<file path="src/sv/sli_pkg.sv">
// ----------------------------------------------------------------------------
// sli_pkg: shared types and constants for the sorted list store
// Holds the store depth, the count width, the status codes and the link
// record that is passed from one storage cell to the next.
// ----------------------------------------------------------------------------
package sli_pkg;

    localparam int CAPACITY = 16;
    // Width of the stored count; it must hold CAPACITY itself.
    localparam int CNT_W    = 5;
    localparam int DATA_W   = 32;
    localparam int IN_TDATA_W  = 40;
    localparam int OUT_TDATA_W = 40;

    typedef logic signed [DATA_W-1:0] entry_t;
    typedef logic [CNT_W-1:0]         count_t;

    typedef enum logic [1:0] {
        ST_DONE      = 2'd0,
        ST_NOT_FOUND = 2'd1,
        ST_FULL      = 2'd2
    } status_t;

    typedef enum logic {
        CMD_INSERT = 1'b0,
        CMD_DELETE = 1'b1
    } cmd_t;

    // Link from a cell to its right-hand neighbor.
    typedef struct packed {
        logic lt;   // this cell holds a value below the new one
        logic hit;  // a matching entry was found in this cell or to its left
    } link_t;

endpackage

</file>
<file path="src/sv/sli_cell.sv">
// ----------------------------------------------------------------------------
// sli_cell: one storage cell of the sorted list
// Holds one entry. On insert it keeps its value, takes the new value or
// takes its left neighbor's value; on delete it keeps its value or takes
// its right neighbor's value.
// ----------------------------------------------------------------------------
module sli_cell (
    input  logic            aclk,
    input  logic            cmd,
    input  sli_pkg::entry_t value,
    input  logic            occupied,
    input  logic            upd_en,
    input  sli_pkg::entry_t left_val,
    input  sli_pkg::entry_t right_val,
    input  sli_pkg::link_t  link_in,
    output sli_pkg::link_t  link_out,
    output sli_pkg::entry_t entry,
    output sli_pkg::entry_t entry_next
);
    import sli_pkg::*;

    entry_t entry_reg;
    logic   lt;
    logic   match;

    assign lt    = occupied && (entry_reg < value);
    assign match = occupied && (entry_reg == value);

    assign link_out.lt  = lt;
    assign link_out.hit = link_in.hit || match;

    always_comb begin
        entry_next = entry_reg;
        if (upd_en) begin
            if (cmd == CMD_INSERT) begin
                if (!lt) begin
                    entry_next = link_in.lt ? value : left_val;
                end
            end else begin
                if (link_in.hit || match) begin
                    entry_next = right_val;
                end
            end
        end
    end

    always_ff @(posedge aclk) begin
        entry_reg <= entry_next;
    end

    assign entry = entry_reg;

endmodule

</file>
<file path="src/sv/sorted_list_insert_delete.sv">
// ----------------------------------------------------------------------------
// sorted_list_insert_delete: sorted store of signed values, insert / delete
// The result is registered into the output register when the input transaction is accepted.
// Throughput: one command per cycle while the output register is empty or being read; the row of
// compare-and-shift cells updates the entries in the cycle a command that changes the store is accepted.
// Reset (aresetn low, synchronous) empties the store and clears the output valid flag;
// entry contents are not cleared, the count alone marks them valid.
// ----------------------------------------------------------------------------
module sorted_list_insert_delete (
    input  logic                               aclk,
    input  logic                               aresetn,
    input  logic                               s_tvalid,
    output logic                               s_tready,
    // tdata: [0] cmd, [32:1] value, [39:33] zero
    input  logic [sli_pkg::IN_TDATA_W-1:0]     s_tdata,
    output logic                               m_tvalid,
    input  logic                               m_tready,
    // tdata: [1:0] status, [6:2] entry_count, [38:7] smallest_value, [39] zero
    output logic [sli_pkg::OUT_TDATA_W-1:0]    m_tdata
);
    import sli_pkg::*;

    logic    cmd;
    entry_t  value;
    logic    accept;
    count_t  count_reg, count_next;
    logic    full;
    logic    found;
    logic    upd_en;
    status_t status;

    logic    [CAPACITY-1:0] occ;
    entry_t  entries      [CAPACITY];
    entry_t  entries_next [CAPACITY];
    link_t   links        [CAPACITY+1];

    logic                   out_valid_reg;
    logic [OUT_TDATA_W-1:0] out_data_reg;

    assign cmd    = s_tdata[0];
    assign value  = s_tdata[DATA_W:1];
    assign accept = s_tvalid && s_tready;
    assign full   = (count_reg == count_t'(CAPACITY));
    assign found  = links[CAPACITY].hit;

    assign links[0] = '0;

    for (genvar i = 0; i < CAPACITY; i++) begin : g_cell
        entry_t lv, rv;
        assign occ[i] = (count_reg > count_t'(i));
        if (i == 0) begin : g_first
            assign lv = value;
        end else begin : g_mid
            assign lv = entries[i-1];
        end
        if (i == CAPACITY - 1) begin : g_last
            assign rv = entries[i];
        end else begin : g_inner
            assign rv = entries[i+1];
        end
        sli_cell u_cell (
            .aclk       (aclk),
            .cmd        (cmd),
            .value      (value),
            .occupied   (occ[i]),
            .upd_en     (upd_en),
            .left_val   (lv),
            .right_val  (rv),
            .link_in    (links[i]),
            .link_out   (links[i+1]),
            .entry      (entries[i]),
            .entry_next (entries_next[i])
        );
    end

    always_comb begin
        upd_en     = 1'b0;
        count_next = count_reg;
        status     = ST_DONE;
        if (cmd == CMD_INSERT) begin
            if (full) begin
                status = ST_FULL;
            end else begin
                upd_en     = accept;
                count_next = count_reg + count_t'(1);
            end
        end else begin
            if (found) begin
                upd_en     = accept;
                count_next = count_reg - count_t'(1);
            end else begin
                status = ST_NOT_FOUND;
            end
        end
    end

    assign s_tready = !out_valid_reg || m_tready;

    always_ff @(posedge aclk) begin
        if (!aresetn) begin
            count_reg     <= '0;
            out_valid_reg <= 1'b0;
        end else begin
            if (accept) begin
                count_reg     <= count_next;
                out_valid_reg <= 1'b1;
            end else if (m_tready) begin
                out_valid_reg <= 1'b0;
            end
        end
    end

    always_ff @(posedge aclk) begin
        if (accept) begin
            out_data_reg <= {1'b0,
                             (count_next != '0) ? entries_next[0] : entry_t'(0),
                             count_next,
                             status};
        end
    end

    assign m_tvalid = out_valid_reg;
    assign m_tdata  = out_data_reg;

    a_count_bound: assert property (@(posedge aclk) disable iff (!aresetn)
        count_reg <= count_t'(CAPACITY))
        else $error("stored count above capacity");

    a_count_hold: assert property (@(posedge aclk) disable iff (!aresetn)
        !accept |=> $stable(count_reg))
        else $error("stored count changed without a transaction");

    a_full_count: assert property (@(posedge aclk) disable iff (!aresetn)
        (m_tvalid && m_tdata[1:0] == ST_FULL) |-> (m_tdata[6:2] == count_t'(CAPACITY)))
        else $error("full status with count below capacity");

    a_empty_min: assert property (@(posedge aclk) disable iff (!aresetn)
        (m_tvalid && m_tdata[6:2] == '0) |-> (m_tdata[38:7] == '0))
        else $error("empty store reports nonzero minimum");

endmodule

</file>
<file path="config.mk">
export PLATFORM = sky130hd
export DESIGN_NAME = sorted_list_insert_delete
export DESIGN_NICKNAME = d
export VERILOG_FILES = /design/src/sv/sli_pkg.sv /design/src/sv/sli_cell.sv /design/src/sv/sorted_list_insert_delete.sv
export SDC_FILE = /design/constraint.sdc
export NUM_CORES = 2
export LEC_CHECK = 0
export BUFFER_PORTS_ARGS = -buffer_cell sky130_fd_sc_hd__buf_2
export CAP_MARGIN = 20
export CORE_UTILIZATION = 53
export CTS_CLUSTER_DIAMETER = 120
export DETAILED_ROUTE_END_ITERATION = 8
export PLACE_DENSITY_LB_ADDON = 0.12
export SLEW_MARGIN = 40
export SYNTH_ARGS = -nofsm -noshare
export SYNTH_HDL_FRONTEND = slang
export SYNTH_SLANG_ARGS = --single-unit
export TNS_END_PERCENT = 100
</file>
<file path="constraint.sdc">
create_clock -name aclk -period 7.7 [get_ports aclk]
set_input_delay 0.77 -clock aclk [delete_from_list [all_inputs] [get_ports aclk]]
set_output_delay 0.77 -clock aclk [all_outputs]
set_load 0.1 [all_outputs]
</file>
==> out/metrics.yaml <==
maxSlewHeadroom_pct: 37.02
drt_wl_total_mm: 129.9
async_flop_share_pct: 0
min_path_type: "in2reg"
start_util_pct: 53.77
rrSetupSlack_ps: 2710
cts_tree: "built"
hold-worst-slack_ps: 399.1
cp-start-kind: "primary input"
die_x_microns: 277.5
place_congestion: 0.9830
die_h_microns: 277.5
coreArea_sq_um: 74820
ff2ff_path_depth: 12
leakage_nw: 18.09
portBuffers: 77
max_freq_mhz: 179.8
syn_area_per_cell_sq_um: 10.93
synth_cell_types: 84
postCtsSetupRepairBufs: 0
first_pass_iters: 5
dp_slack_ps: 1975
clockBufferDepth: 3
synth_most_common_cell: "edfxtp_1"
crit_end: "g_cell[1].u_cell.entry[27]$_DFFE_PP_"
cellPowerDensity_nw_per_um2: 203.8
crit_start: "s_tdata[27]"
num-fill-cells: 6248
maxSlewViolCount: 0
clk_pin_slew_worst_paths_ps: 60
route.detailed.drc: 0
hold_violations: 0
grt-ovfl-total: 0
setup_violations: 0
drive_above_1_share_pct: 11.58
layout-area-overhead-vs-synth_pct: 9.859
cp-end-kind: "register"
rsz0062_at_grt: "no"
synth_edf_count: 519
placementRows: 100
worstPathMaxFanout: 32
synth_common_cells: "edfxtp_1, ha_1, a221o_1"
syn_area_sq_um: 40230
vias: 33042
largest_reg_flops: 512
antenna_found_initial: 1
cts.htree.levels: 3
cts_hold_repair.buffers: 0
syn_inst: 3681
first_global_vias: 32566
synth_top_area_share_pct: 38.74
synth-seq-cells: 557
dieArea_sq_um: 77010
synth_ff_type: "edfxtp_1"
first_iter_violations: 3653
clock-sinks: 557
place_hpwl_mm: 100.3
finClkSkew_ps: 27.87
grt_max_degree: 199
tritoncts.num_buffers: 67
grt.total_usage_pct: 33.12
rr_startpoint: "count_reg[1]$_SDFFE_PN0P_"
cts_root_buf: "clkbuf_16"
tns_ps: 0
required_ps: 7950
outcome: "finished clean"
irDropWorstVdd_uv: 200.6
drv_cap: 0
viasPerCell: 7.044
worstPathArrival_ps: 5810
diodes: 0
grt_pass1_wl_mm: 196.2
ys_top_cells_by_area: "edfxtp_1, ha_1, a221o_1, and4_1, mux2i_1"
cts-resized-gates: 0
routed_wire_length_per_instance_microns: 27.68
synth_nets: 4243
tightest_slew_ps: 944.7
fin_ws_ps: 2138
yosysTopAreaCell: "edfxtp_1"
path_class: "in2reg"
final.period_utilization_pct: 72.23
yosys_warnings: 0
rr_endpoint: "g_cell[1].u_cell.entry[27]$_DFFE_PP_"
seq_area_frac_synth_pct: 40.63
worstSkewPairLatency_ps: 620
ant_nets: 0
fin_nets: 4239
min_period_ps: 5562
num_io_pins: 86
layout make-up:
type / instances / area [sq um] / area share (%)
multi-input cells: 2782 / 22880 / 51.77
flip-flops and latches: 557 / 16350 / 36.98
clock buffers: 93 / 1952 / 4.416
repair buffers: 172 / 1271 / 2.876
well taps: 969 / 1212 / 2.743
inverters: 97 / 371.6 / 0.8408
clock inverters: 21 / 162.7 / 0.3680
worst min-delay path by stage:
stage	startpoint	endpoint	slack, ps	cells after the start
finish	s_tvalid	m_tvalid$_SDFFE_PN0P_	400	3
global placement	g_cell[0].u_cell.entry[0]$_DFF_P_	g_cell[0].u_cell.entry[0]$_DFF_P_	490	2
detailed placement	g_cell[0].u_cell.entry[0]$_DFF_P_	g_cell[0].u_cell.entry[0]$_DFF_P_	500	2
global route	s_tvalid	m_tvalid$_SDFFE_PN0P_	390	3
CTS	s_tvalid	m_tvalid$_SDFFE_PN0P_	370	3
floorplan	g_cell[0].u_cell.entry[0]$_DFF_P_	g_cell[0].u_cell.entry[0]$_DFF_P_	470	2
metrics by stage:
stage               std cells  util, %  instance area [sq um]  power (mW)
floorplan                3681        -                  40230       5.281
global placement         4565    55.76                  41720       5.779
finish                   4691    59.07                  44200       9.008
detailed placement       4576    56.18                  42040       5.886
global route             4691    59.07                  44200       9.340
CTS                      4690    59.01                  44150       9.002
cells by family after synthesis:
logic type / share of synthesized area, %
AO/OA/AOI/OAI: 20.25
AND/OR/NAND/NOR: 15.30
flip-flops: 40.63
adder cells (fa/ha/maj): 16.11
buffers and inverters: 3.418
multiplexers: 4.242
XOR/XNOR: 0.04355
other: 0.009321
cell usage in the layout, fill, tap and decap left out, types with 18 or more instances in the layout:
| cell | instances |
|---|---|
| buf_2 | 76 |
| o311ai_0 | 38 |
| a21oi_1 | 155 |
| nand2_1 | 224 |
| buf_4 | 81 |
| nand4_1 | 125 |
| nor3_1 | 25 |
| a221o_1 | 282 |
| clkbuf_16 | 73 |
| mux2_2 | 32 |
| nor2_1 | 105 |
| and4_1 | 255 |
| ha_1 | 518 |
| a21o_1 | 156 |
| mux2i_1 | 131 |
| a21boi_0 | 33 |
| o21a_1 | 37 |
| o21ai_0 | 186 |
| nor4_1 | 18 |
| nor2b_1 | 71 |
| nand3_1 | 71 |
| edfxtp_1 | 519 |
| a22oi_2 | 28 |
| dfxtp_1 | 38 |
| a22oi_1 | 36 |
| inv_1 | 92 |
| nor2_2 | 33 |
where the power goes:
group / total [mW] / internal [mW] / switching [mW]
sequential: 3.76 / 3.59 / 0.168
clock: 3.14 / 1.83 / 1.31
combinational: 2.11 / 0.749 / 1.36
total: 9.01 / 6.17 / 2.83
layer usage:
metal,vias to the layer above,global-route usage [%],routed length (microns)
met5,-,0,11
met2,1510,52.88,59370
met4,2,14.96,5877
met1,16293,44.94,53830
met3,281,4.194,10770
li1,14956,-,-
worst max-delay path, stage by stage:
cell and delay, ps:
buf_2 280, clkinv_1 740, ha_1 630, nand4_1 210, nor4_1 610, nand4_1 230, o211ai_1 260, a31oi_2 200
and3_2 380, and2_1 170, or2_2 530, a211oi_4 290, buf_4 460
(Power assumes the default switching activity.)
